$ cat config.mk
export PLATFORM = sky130hd
export DESIGN_NAME = kmat_back
export DESIGN_NICKNAME = d
export VERILOG_FILES = /design/src/rtl/core/kmat_pkg.sv /design/src/rtl/core/kmat_back.sv
export SDC_FILE = /design/constraint.sdc
export NUM_CORES = 1
export LEC_CHECK = 0
export BUFFER_PORTS_ARGS = -buffer_cell sky130_fd_sc_hd__buf_2
export CAP_MARGIN = 5
export CORE_MARGIN = 3
export CORE_UTILIZATION = 37
export CTS_CLUSTER_DIAMETER = 60
export CTS_CLUSTER_SIZE = 40
export DETAILED_ROUTE_END_ITERATION = 8
export PLACE_DENSITY = 0.56
export SLEW_MARGIN = 30
export SYNTH_ARGS = -nofsm -noshare
export SYNTH_HDL_FRONTEND = slang
export SYNTH_SLANG_ARGS = --single-unit
$ cat constraint.sdc
create_clock -name clk -period 3.03 [get_ports clk]
set_clock_uncertainty 0.1 [all_clocks]
set_input_delay 0.4545 -clock clk [delete_from_list [all_inputs] [get_ports clk]]
set_output_delay 0.4545 -clock clk [all_outputs]
set_load 0.005 [all_outputs]
$ cat src/rtl/core/kmat_pkg.sv
// ----------------------------------------------------------------------------
// kmat_pkg
// types and constants shared by the keymap to ansi translator modules
// ----------------------------------------------------------------------------
package kmat_pkg;

	localparam int NUM_SPECIAL = 6;
	localparam int CFG_INDEX_W = 3;
	localparam int MAP_ADDR_W  = 9;

	// register indexes of the configuration port
	localparam logic [CFG_INDEX_W-1:0] CFG_CONSOLE    = 3'd0;
	localparam logic [CFG_INDEX_W-1:0] CFG_CODE_FIRST = 3'd1;

	// modifier bits
	localparam int MOD_SHIFT = 0;
	localparam int MOD_CTRL  = 1;
	localparam int MOD_CAPS  = 2;

	localparam logic [7:0] ESC_CHAR   = 8'h1B;
	localparam logic [7:0] LBRACKET   = 8'h5B;
	localparam logic [7:0] ASCII_MAX  = 8'h7F;
	localparam logic [7:0] CASE_BIT   = 8'h20;
	localparam logic [7:0] CODE_RESET = 8'd128;

	// control key translations
	localparam logic [7:0] KEY_D   = 8'h64;
	localparam logic [7:0] KEY_C   = 8'h63;
	localparam logic [7:0] KEY_W   = 8'h77;
	localparam logic [7:0] KEY_Z   = 8'h7A;
	localparam logic [7:0] CTRL_D  = 8'd4;
	localparam logic [7:0] CTRL_C  = 8'd3;
	localparam logic [7:0] CTRL_W  = 8'd23;
	localparam logic [7:0] CTRL_Z  = 8'd26;

	// final characters of the escape sequences: up, down, right, left, home, end
	localparam logic [7:0] SEQ_TAIL [NUM_SPECIAL] =
		'{8'h41, 8'h42, 8'h43, 8'h44, 8'h48, 8'h46};
	// home and end carry a second bracket
	localparam logic [NUM_SPECIAL-1:0] SEQ_LONG = 6'b110000;

	typedef struct packed {
		logic       command;
		logic [7:0] key_code;
		logic [2:0] modifiers;
		logic       map_select;
		logic [7:0] map_value;
	} in_item_t;

	typedef struct packed {
		logic [7:0] char_out;
		logic       last;
	} out_item_t;

	typedef struct packed {
		logic                        console_attached;
		logic [NUM_SPECIAL-1:0][7:0] code;
	} cfg_t;

	// one classified key event waiting for the emitter
	typedef struct packed {
		logic       esc;
		logic       long_seq;
		logic [7:0] ch;
	} seq_t;

endpackage

$ cat src/rtl/core/kmat_back.sv
// ----------------------------------------------------------------------------
// kmat_back
// emitter: spells out each queued key event, while the output does not stall, one character per cycle
// ----------------------------------------------------------------------------
module kmat_back import kmat_pkg::*; (
	input  logic      clk,
	input  logic      arst_n,
	input  logic      q_valid,
	input  seq_t      q_item,
	output logic      pop,
	output logic      out_valid,
	input  logic      out_stall,
	output out_item_t out_item
);

	seq_t       cur_q;
	logic       cur_valid_q;
	logic [1:0] pos_q;
	logic       out_valid_q;
	out_item_t  out_item_q;
	logic       advance;
	out_item_t  next_out;

	assign advance = cur_valid_q && (!out_valid_q || !out_stall);
	assign pop     = q_valid && (!cur_valid_q || (advance && next_out.last));

	always_comb begin
		next_out.char_out = cur_q.ch;
		next_out.last     = 1'b1;
		if (cur_q.esc) begin
			case (pos_q)
				2'd0: begin
					next_out.char_out = ESC_CHAR;
					next_out.last     = 1'b0;
				end
				2'd1: begin
					next_out.char_out = LBRACKET;
					next_out.last     = 1'b0;
				end
				2'd2: begin
					next_out.char_out = cur_q.long_seq ? LBRACKET : cur_q.ch;
					next_out.last     = !cur_q.long_seq;
				end
				default: begin
					next_out.char_out = cur_q.ch;
					next_out.last     = 1'b1;
				end
			endcase
		end
	end

	always_ff @(posedge clk) begin
		if (pop) begin
			cur_q <= q_item;
		end
		if (advance) begin
			out_item_q <= next_out;
		end
	end

	always_ff @(posedge clk or negedge arst_n) begin
		if (!arst_n) begin
			cur_valid_q <= 1'b0;
			pos_q       <= '0;
			out_valid_q <= 1'b0;
		end else begin
			if (pop) begin
				cur_valid_q <= 1'b1;
				pos_q       <= '0;
			end else if (advance) begin
				if (next_out.last) begin
					cur_valid_q <= 1'b0;
				end
				pos_q <= pos_q + 1'b1;
			end
			if (advance) begin
				out_valid_q <= 1'b1;
			end else if (!out_stall) begin
				out_valid_q <= 1'b0;
			end
		end
	end

	assign out_valid = out_valid_q;
	assign out_item  = out_item_q;

endmodule

### Word-level counts from Yosys, hierarchy flattened

Index checks and enable logic that the tools add are counted.

* input port bits: 14
* register bits: 23
* output and inout port bits: 11

* $add $sub $neg: 1
* reductions and logical operators: 13
* muxes and demuxes: 10
* equality and inequality tests: 3

Operator list (count)
* $pmux 9 s3: 1
* $mux 9: 1
* $mux 8: 1
* $mux 1: 5
* $logic_not 1->1: 4
* $mux 2: 2
* $reduce_bool 2->1: 2
* $logic_and 1x1->1: 3
* $add 2x1->2 const B: 1
* $eq 2x1->1 const B: 1
* $eq 2x2->1 const B: 1
* $logic_not 2->1: 1
* $logic_or 1x1->1: 2
* $ne 2x1->1 const B: 1
* $reduce_and 2->1: 1

### Logic depth before layout (Yosys ltp)

* depth after elaboration: 8
* mapped depth: 5

### Worst setup path after synthesis

No wires, ideal clock.

* kind: register -> output
* start point: register pos_q[0]
* end point: output pop
* arrival: 1341 ps
* stages on the path, launching flop included: 6
* slack: 1135 ps
* path through: dfrtp_1 inv_1 ha_1 nand2b_1 a21boi_0 o21a_1

* word-level cells in the longest chain between the ends: 6
* elaborated cells on any way between the ends: 8
* those cells by class: eq/ne: 2; mux: 2; reduce/logical: 4

Ends and longest elaborated chain
* from (decl): line kmat_back.sv:18 `logic [1:0] pos_q;`
* from (signal assigned): line kmat_back.sv:74 `pos_q <= pos_q + 1'b1;`
* $eq 2x2->1, or another cell as far along: line kmat_back.sv:31 `case (pos_q)`
* $pmux 9 s3 *: line kmat_back.sv:31
* $mux 9 *: line kmat_back.sv:30 `if (cur_q.esc) begin`
* $logic_and 1x1->1 *: line kmat_back.sv:25 `assign pop = q_valid && (!cur_valid_q || (advance && next_out.last));`
* $logic_or 1x1->1 *: line kmat_back.sv:25
* $logic_and 1x1->1 *: line kmat_back.sv:25
* to (decl): line kmat_back.sv:10 `output logic pop,`

Mark *: on every way between the ends. The rest lies on a longest branch, timed or not.

### Worst setup path in the final report

Ends and elaborated chain as after synthesis.

==> results.md <==
* Worst path required time at 2.48 ns
* Drt first pass iters at 4
* Antenna diodes at 0
* Largest net degree at the start of global routing at 14
* FF-to-FF Start: pos_q[0]
* Final worst path period share at 81.2%
* Post-synthesis sequential area ratio at 70.8%
* PnR worst setup slack at 0.570 ns
* Leak pwr at 0.000470 uW
* Final setup viols at 0
* Largest area contributor in the netlist: edfxtp_1
* GRT Overall Usage at 10.8%
* RSZ-0062 raised after global routing: no
* FF+latch count, synth at 23
* Root Buffer: clkbuf_4
* Post-synth net total at 81
* Dpl ws at 0.926 ns
* Hold depth at 1
* I/O pin cnt at 25
* CTS H-tree depth at 1
* Worst vdd ir at 359 uV
* HPWL reported at the end of detailed placement at 1120 um
* Final Hold Vio Count at 0
* Critical path type: reg -> out
* Most frequent cells in the layout: buf_2, edfxtp_1, o21a_1
* Clock Tree Buf Depth at 2
* Starting Density at 40.9%
* Initial antenna violation count at 0
* Clock Latency Late Sink at 0.31 ns
* First-pass GRT wire length at 2590 um
* Via count at 579
* Cell Area, Synth at 947 um2
* Worst hold path endpoint: cur_q[9]
* Detailed Route Iter0 Violations at 9
* Area post-placement at 1110 um2
* Hold WC Path Type: in -> reg
* Multi-input gate area at 265 um2
* DRC viols at 0
* CTS sink count at 23
* # rows at 17
* CP endpoint kind: primary output
* Via density at 4.79
* Synth top area cells: edfxtp_1, dfrtp_1, ha_1
* Synth warn at 0
* Routed Antenna Nets at 0
* I/O Buffers at 24
* Min-delay src: q_item[9]
* Number of global-route vias before repair at 560
* Highest Clock Rate at 0.406 GHz
* Flop2flop setup slack at 1.19 ns
* Storage cell area at 671 um2
* Worst path cell trace: inv_1 -> ha_1 -> nand2b_1 -> a21boi_0 -> o21a_1 -> buf_4 -> buf_2
* Crit path buffers/inverters at 3
* Worst slew pin tran at 0.956 ns
* Most common cell after layout, fill and taps aside: buf_2
* Fin crit period at 2.46 ns
* Top Family by Delay on Critical Path: buffers and inverters
* Die width at 56.6 um
* Total gr overflow at 0
* Cts bufs inserted at 3
* PD cells at 705 nW/um2
* Fill cells at 214
* FF-to-FF path depth at 6
* Area grow syn2layout at 21.1%
* Fraction of layout cells with a size suffix above 1 at 33.3%
* Worst-path clk slew at 0.13 ns
* Max Cap Violations at 0
* CP max FO at 11
* Die extent in y at 56.6 um
* Startpoint types: register
* RR Endpoint: cur_q[0]
* Post-synth top area share at 60.2%
* Core area at 2320 um2
* Wire length per cell at 13.0 um
* Mapped Cells at 63
* Post-synth cell types at 23
* Outcome: complete, no violations
* RD Place Congestion at 0.809
* Final slew viol count at 0
* Wirelength, routed at 1570 um
* Fin area at 1150 um2
* Arr. time, crit path at 1.91 ns
* CP peak stage delay at 0.43 ns
* Setup TNS at 0 ns
* Slew margin rel. at 36.2%
* Die area at 3200 um2
* Layout Nets at 112
* Resized cells post-CTS at 0
* Final Core Density at 49.5%
* Critical path's slowest cell: dfrtp_1
* Synthesized area per cell at 15.0 um2
* CTS tree: yes
==> registers in the layout (all words and copies together) (netlist names) <==
name         count
cur_valid_q      1
out_item         9
out_valid        1
pos_q            2
cur_q           10
==> logic make-up after synthesis <==
logic type / synth area share, %
buffers and inverters: 1.19
DFF: 70.8
AOI/OAI and AO/OA: 11.5
and+or+nand+nor: 11.2
adders and majority gates: 5.28
==> timing repair <==
action,in CTS,in global routing
setup endpoints to repair,0,0
endpoints found under the hold margin,4,0
setup buffers,0,0
hold buffers,1,0
==> cells in the mapped netlist <==
cell type / count
and2b_1: 1
edfxtp_1: 19
o22ai_1: 2
o32a_1: 1
nand3_1: 1
nand2b_4: 1
ha_1: 4
inv_1: 3
a31oi_1: 2
o21bai_1: 1
nor2_1: 4
nor2b_1: 1
a41oi_1: 1
a21oi_1: 1
or4_4: 1
nand2_1: 3
o21a_1: 5
a21boi_0: 2
dfrtp_1: 4
and2_1: 3
nor3_1: 1
and3_1: 1
nand2b_1: 1
==> where the power goes <==
group	internal [uW]	leakage, uW	switching [uW]
sequential	418	0.000226	27.2
clock	49.3	0.0000177	95.2
combinational	105	0.000226	114
total	573	0.000470	237
==> metrics by stage <==
stage               hold slack, ns  instances  total power [uW]
floorplan                   0.0589         63               592
global placement             0.162        116               667
detailed placement           0.166        116               671
CTS                          0.201        121               815
global route                 0.185        121               865
finish                       0.207        121               809
==> metal layers <==
layer / global-route usage, % / wire length [um] / vias to the layer above
met5: 0 / 0 / -
met4: 6.10 / 10 / 0
met3: 2.53 / 103 / 2
met2: 17.3 / 757 / 21
met1: 13.2 / 704 / 261
li1: - / - / 295
==> final cells by class <==
cell class | instances | area share [%]
sequential | 23 | 58.5
clock inverter | 1 | 0.436
timing repair buffer | 26 | 12.0
clock buffer | 3 | 1.96
inverter | 3 | 0.981
multi-input combinational | 37 | 23.1
tap | 28 | 3.05
==> worst max path at each step <==
stage,start,end,slack [ns],cells after the start
6_report,pos_q[0],pop,0.57,7
2_1_floorplan,pos_q[0],pop,1.13,5
5_1_grt,pos_q[0],pop,0.41,7
3_3_place_gp,pos_q[0],pop,0.99,7
4_1_cts,pos_q[0],pop,0.55,7
3_5_place_dp,pos_q[0],pop,0.93,7
Power figures use the tool's default switching activity.
