==> config.mk <==
export PLATFORM = sky130hd
export DESIGN_NAME = kmat_queue
export DESIGN_NICKNAME = d
export VERILOG_FILES = /design/src/rtl/core/kmat_pkg.sv /design/src/rtl/core/kmat_queue.sv
export SDC_FILE = /design/constraint.sdc
export NUM_CORES = 1
export LEC_CHECK = 0
export BUFFER_PORTS_ARGS = -buffer_cell sky130_fd_sc_hd__buf_2
export CORE_ASPECT_RATIO = 0.8
export CORE_MARGIN = 2
export CORE_UTILIZATION = 50
export CTS_BUF_LIST = sky130_fd_sc_hd__clkbuf_8 sky130_fd_sc_hd__clkbuf_16
export DETAILED_ROUTE_END_ITERATION = 10
export PLACE_DENSITY = 0.87
export REMOVE_ABC_BUFFERS = 1
export SYNTH_ARGS = -nofsm -noshare
export SYNTH_HDL_FRONTEND = slang
export SYNTH_SLANG_ARGS = --single-unit
==> constraint.sdc <==
create_clock -name clk -period 1.6 [get_ports clk]
set_input_delay 0.16 -clock clk [delete_from_list [all_inputs] [get_ports clk]]
set_output_delay 0.16 -clock clk [all_outputs]
set_load 0.03 [all_outputs]
==> src/rtl/core/kmat_pkg.sv <==
// ----------------------------------------------------------------------------
// kmat_pkg
// types and constants shared by the keymap to ansi translator modules
// ----------------------------------------------------------------------------
package kmat_pkg;

	localparam int NUM_SPECIAL = 6;
	localparam int CFG_INDEX_W = 3;
	localparam int MAP_ADDR_W  = 9;

	// register indexes of the configuration port
	localparam logic [CFG_INDEX_W-1:0] CFG_CONSOLE    = 3'd0;
	localparam logic [CFG_INDEX_W-1:0] CFG_CODE_FIRST = 3'd1;

	// modifier bits
	localparam int MOD_SHIFT = 0;
	localparam int MOD_CTRL  = 1;
	localparam int MOD_CAPS  = 2;

	localparam logic [7:0] ESC_CHAR   = 8'h1B;
	localparam logic [7:0] LBRACKET   = 8'h5B;
	localparam logic [7:0] ASCII_MAX  = 8'h7F;
	localparam logic [7:0] CASE_BIT   = 8'h20;
	localparam logic [7:0] CODE_RESET = 8'd128;

	// control key translations
	localparam logic [7:0] KEY_D   = 8'h64;
	localparam logic [7:0] KEY_C   = 8'h63;
	localparam logic [7:0] KEY_W   = 8'h77;
	localparam logic [7:0] KEY_Z   = 8'h7A;
	localparam logic [7:0] CTRL_D  = 8'd4;
	localparam logic [7:0] CTRL_C  = 8'd3;
	localparam logic [7:0] CTRL_W  = 8'd23;
	localparam logic [7:0] CTRL_Z  = 8'd26;

	// final characters of the escape sequences: up, down, right, left, home, end
	localparam logic [7:0] SEQ_TAIL [NUM_SPECIAL] =
		'{8'h41, 8'h42, 8'h43, 8'h44, 8'h48, 8'h46};
	// home and end carry a second bracket
	localparam logic [NUM_SPECIAL-1:0] SEQ_LONG = 6'b110000;

	typedef struct packed {
		logic       command;
		logic [7:0] key_code;
		logic [2:0] modifiers;
		logic       map_select;
		logic [7:0] map_value;
	} in_item_t;

	typedef struct packed {
		logic [7:0] char_out;
		logic       last;
	} out_item_t;

	typedef struct packed {
		logic                        console_attached;
		logic [NUM_SPECIAL-1:0][7:0] code;
	} cfg_t;

	// one classified key event waiting for the emitter
	typedef struct packed {
		logic       esc;
		logic       long_seq;
		logic [7:0] ch;
	} seq_t;

endpackage

==> src/rtl/core/kmat_queue.sv <==
// ----------------------------------------------------------------------------
// kmat_queue
// small fifo of classified key events between lookup and emitter
// ----------------------------------------------------------------------------
module kmat_queue import kmat_pkg::*; #(
	parameter int DEPTH = 2
) (
	input  logic clk,
	input  logic arst_n,
	input  logic push,
	input  seq_t push_item,
	output logic full,
	input  logic pop,
	output logic q_valid,
	output seq_t q_item
);

	localparam int PTR_W = (DEPTH > 1) ? $clog2(DEPTH) : 1;
	localparam int CNT_W = $clog2(DEPTH + 1);
	localparam logic [PTR_W-1:0] PTR_LAST = PTR_W'(DEPTH - 1);
	localparam logic [CNT_W-1:0] CNT_FULL = CNT_W'(DEPTH);

	seq_t             entry_q [DEPTH];
	logic [PTR_W-1:0] wr_ptr_q;
	logic [PTR_W-1:0] rd_ptr_q;
	logic [CNT_W-1:0] count_q;
	logic             do_push;
	logic             do_pop;

	assign full    = (count_q == CNT_FULL);
	assign q_valid = (count_q != '0);
	assign q_item  = entry_q[rd_ptr_q];
	assign do_push = push && !full;
	assign do_pop  = pop && q_valid;

	always_ff @(posedge clk) begin
		if (do_push) begin
			entry_q[wr_ptr_q] <= push_item;
		end
	end

	always_ff @(posedge clk or negedge arst_n) begin
		if (!arst_n) begin
			wr_ptr_q <= '0;
			rd_ptr_q <= '0;
			count_q  <= '0;
		end else begin
			if (do_push) begin
				wr_ptr_q <= (wr_ptr_q == PTR_LAST) ? '0 : wr_ptr_q + 1'b1;
			end
			if (do_pop) begin
				rd_ptr_q <= (rd_ptr_q == PTR_LAST) ? '0 : rd_ptr_q + 1'b1;
			end
			if (do_push && !do_pop) begin
				count_q <= count_q + 1'b1;
			end else if (do_pop && !do_push) begin
				count_q <= count_q - 1'b1;
			end
		end
	end

endmodule

; ---- After elaboration in Yosys (flattened, before gate mapping)
; Memory sizes are Yosys's and may differ from the RTL's.
; Cells that the tools add are included.
[word_totals]
regBits = 4
output_inout_bits = 12
inputBits = 14
mem_count = 1
mem_bits_ro = 0
latch_bits = 0
ram_bits = 20
[memory_table]
columns = memory, depth, word_bits, read_ports, rd_ports_with_merged_regs, write_ports, line
row1 = entry_q, 2, 10, 1, 0, 1, kmat_queue.sv:23  ; seq_t entry_q [DEPTH];
[op_classes]
bitwise_logic = 0
n_eq_ne = 1
muxes = 6
n_lt_le_gt_ge = 0
multipliers = 0
addsub = 4
div_mod_pow = 0
shift = 0
n_reduce_logical = 9
[op_table]
columns = cell, n
row1 = $logic_and A1 B1 Y1, 4
row2 = $mux W1, 4
row3 = $mux W2, 2
row4 = $reduce_bool A2 Y1, 2
row5 = $logic_not A1 Y1, 3
row6 = $add A1 B1 Y1 const B, 2
row7 = $add A2 B1 Y2 const B, 1
row8 = $eq A2 B2 Y1 const B, 1
row9 = $sub A2 B1 Y2 const B, 1

; ---- Logic depth before layout (Yosys ltp)
[depth]
ltp_word = 7
mapped_depth = 7

; ---- Least setup slack after synthesis
; Ideal clock, no wire load.
[synth_timing]
path_type = reg2reg
startpoint = register count_q[0]
endpoint = memory entry_q[0][0] (netlist bit), enable pin
required_ns = 1.224
setup_slack_ns = 0.155
stages_incl_launch_ff = 4
arrival_ns = 1.069
synth_period_minus_slack_ns = 1.445
path_buffers = 0
cell_sequence = dfrtp_1 -> nand2b_1 -> nand2_2 -> nor2_1
[synth_via]
elab_chain_cells = 5
[synth_rtl]
columns = element, line
row1 = start: declaration, kmat_queue.sv:26  ; logic [CNT_W-1:0] count_q;
row2 = start signal: assignment, kmat_queue.sv:55  ; count_q <= count_q + 1'b1;
row3 = start signal: assignment, kmat_queue.sv:57  ; count_q <= count_q - 1'b1;
row4 = $eq A2 B2 Y1, kmat_queue.sv:30  ; assign full = (count_q == CNT_FULL);
row5 = $logic_not A1 Y1, kmat_queue.sv:33  ; assign do_push = push && !full;
row6 = $logic_and A1 B1 Y1, kmat_queue.sv:33
row7 = $mux W1, kmat_queue.sv:37  ; if (do_push) begin
row8 = $mux W1 (not written as such), kmat_queue.sv:38  ; entry_q[wr_ptr_q] <= push_item;
row9 = end: declaration, kmat_queue.sv:23
; Every way passes these cells.

==> qor.yml <==
sta:
  setup_viol: 0
  finalMaxSlewViolations: 0
  fin_skew_ns: 0.001880
  hold_violations: 0
  rsz0062_at_grt: "no"
  fin_crit_sh: 0.9477
  max_slew_margin: 0.8369
  worst_pin_slew_ns: 0.2437
  fin_tns_setup_ns: 0
  post-route-min-period_ns: 1.516
  fmax_ghz: 0.6595
outcome:
  outcome: "finished clean"
global_routing:
  grt_pass1_wl_mm: 1.932
  grt_pass1_vias: 436
  antenna_found_initial: 0
  grt_usage: 0.1224
  grt_max_degree: 15
  grt-ovfl-total: 0
critical_path:
  path_max_fanout: 8
  crit_chain: "buf_12, mux2_4, buf_2"
  path_class: "register to primary output"
  worst-path-buf-inv: 2
  start_kind: "register"
  end_kind: "primary output"
  critical-path-top-delay-family: "flip-flops"
  slowest_stage: "dfrtp_2"
  worstPathRequired_ns: 1.44
  max_stage_delay_ns: 0.46
  cp.arrival_ns: 1.36
clocking:
  clockBufferDepth: 2
  cts_tree: "yes"
  clk_pin_slew_ns: 0.07
  clock_latency_ns: 0.25
  htreeDepth: 1
  clock_sinks: 24
  post_cts_buffers: 0
  ctsRootBufferMaster: "clkbuf_8"
  numCtsBuffers: 3
drt:
  first_pass_iters: 3
  vias: 486
  routed_wl_mm: 1.242
  postRouteAntennaNets: 0
  drcViolationCount: 0
  drtIter0Drc: 4
  via_per_inst: 4.585
  wl_per_cell_um: 11.72
cells_and_area:
  drive_above_1_share: 0.5610
  area_delta_synth_final_pct: 27.00
  diodes: 0
  final_common_cell: "buf_2"
  layout_common_cells: "buf_2 (25), edfxtp_1 (20), mux2_4 (9)"
  fin_nets: 98
yosys:
  syn_area_um2: 968.4
  ys_types: 15
  ys_warn_count: 0
  synth_top_area_cell: "edfxtp_1"
  netlist_instances: 50
  ys_seq_area_frac: 0.7235
  synth_top_area_frac: 0.6202
  syn_area_per_cell_um2: 19.37
  yosys-top-cells-area: "edfxtp_1 (62%), mux2_4 (14%), dfrtp_1 (10%)"
  synth-seq-cells: 24
placement:
  io_buffers: 25
  dp_hpwl_um: 965.3
  gp_congestion: 0.6520
job:
  cap_violations: 0
die:
  die_w_um: 53.21
  core_um2: 1857
  dieArea_um2: 2307
  io_pins: 26
  num_rows: 14
  start_util: 0.5216
  chipHeight_um: 43.37
power:
  vdd_drop_max_v: 0.001198
  leakage_nw: 0.5305
  fin_total_pwr_w: 0.002509
  pwr_density_cell_nw_per_um2: 2040
min_path:
  hp-class: "primary input to register"
[cell usage after synthesis]
| cell type | number |
|---|---|
| mux2_4 | 9 |
| and3_1 | 1 |
| buf_6 | 1 |
| or2_4 | 1 |
| dfrtp_1 | 4 |
| inv_1 | 2 |
| xnor2_1 | 3 |
| edfxtp_1 | 20 |
| mux2_2 | 1 |
| ha_1 | 1 |
| nand2_4 | 1 |
| nor2_1 | 2 |
| nand2b_1 | 1 |
| xor2_1 | 2 |
| nand2_2 | 1 |
[power by group]
part | switching [W] | total [W] | internal (W) | leakage [nW]
Clock | 0.000165 | 0.000499 | 0.000334 | 0.0357
Combinational | 0.000576 | 0.00105 | 0.000470 | 0.263
Sequential | 0.0000900 | 0.000963 | 0.000873 | 0.231
[cells by family (layout without fill, tap and decap cells)]
logic type,count (synthesis),after routing,share of synthesized area
flip-flops,24,24,0.7235
AND/OR/NAND/NOR,7,7,0.04782
multiplexers,10,10,0.1512
buffers and inverters,3,35,0.01938
adder cells (fa/ha/maj),1,1,0.01292
XOR/XNOR,5,5,0.04523
[area by class of cell]
| class | instances | area, um2 |
|---|---|---|
| Sequential cell | 24 | 701.9 |
| Fill cell | 140 | 626.9 |
| Multi-Input combinational cell | 23 | 249.0 |
| Timing Repair Buffer | 29 | 170.2 |
| Clock buffer | 3 | 41.29 |
| Clock inverter | 1 | 30.03 |
| Tap cell | 24 | 30.03 |
| Inverter | 2 | 7.507 |
[through the flow]
stage	cell area, um2	setup slack, ns	std cells	hold slack, ns	utilization
floorplan	957.2	0.1547	49	-0.1356	-
global placement	1147	0.2389	101	-0.02860	0.6179
detailed placement	1147	0.1526	101	-0.02944	0.6179
CTS	1229	0.02752	106	0.08357	0.6617
global route	1230	0.04910	106	0.07915	0.6624
finish	1230	0.08366	106	0.09020	0.6624
[worst register-to-register path: stages (launching register included)]
cell	delay [ns]
dfrtp_1	0.42
nand2b_1	0.21
nand2_2	0.11
inv_1	0.05
ha_1	0.19
xor2_1	0.15
nor2_1	0.11
xor2_1	0.15
[per-layer routing]
| layer | vias up | wire (um) | GRT usage |
|---|---|---|---|
| met4 | 0 | 0 | 0.03077 |
| met5 | - | 0 | 0 |
| met1 | 225 | 514 | 0.1466 |
| met2 | 19 | 640 | 0.2099 |
| met3 | 0 | 87 | 0.04483 |
| li1 | 242 | - | - |
[state kept, by name (all words and copies together) (netlist names)]
register  cells
entry_q      20
rd_ptr_q      1
wr_ptr_q      1
count_q       2
[path summary, 6_finish.rpt]
check                        startpoint             to  slack [ns]  cells past startpoint
min reg2reg                  count_q[1]     count_q[1]        0.50                      1
min in group asynchronous        arst_n     count_q[1]        0.22                      2
min                        push_item[7]  entry_q[1][7]        0.09                      1
max in group asynchronous        arst_n       rd_ptr_q        1.25                      2
max                            rd_ptr_q      q_item[6]        0.08                      3
max reg2reg                  count_q[0]     count_q[1]        0.15                      7
[what timing repair did]
action                     in CTS  in global routing
resized for setup               0                  1
hold endpoints to repair        4                  0
setup endpoints to repair       0                  1
hold buffers                    1                  0
Note: power is estimated with default switching activity, not from simulation.
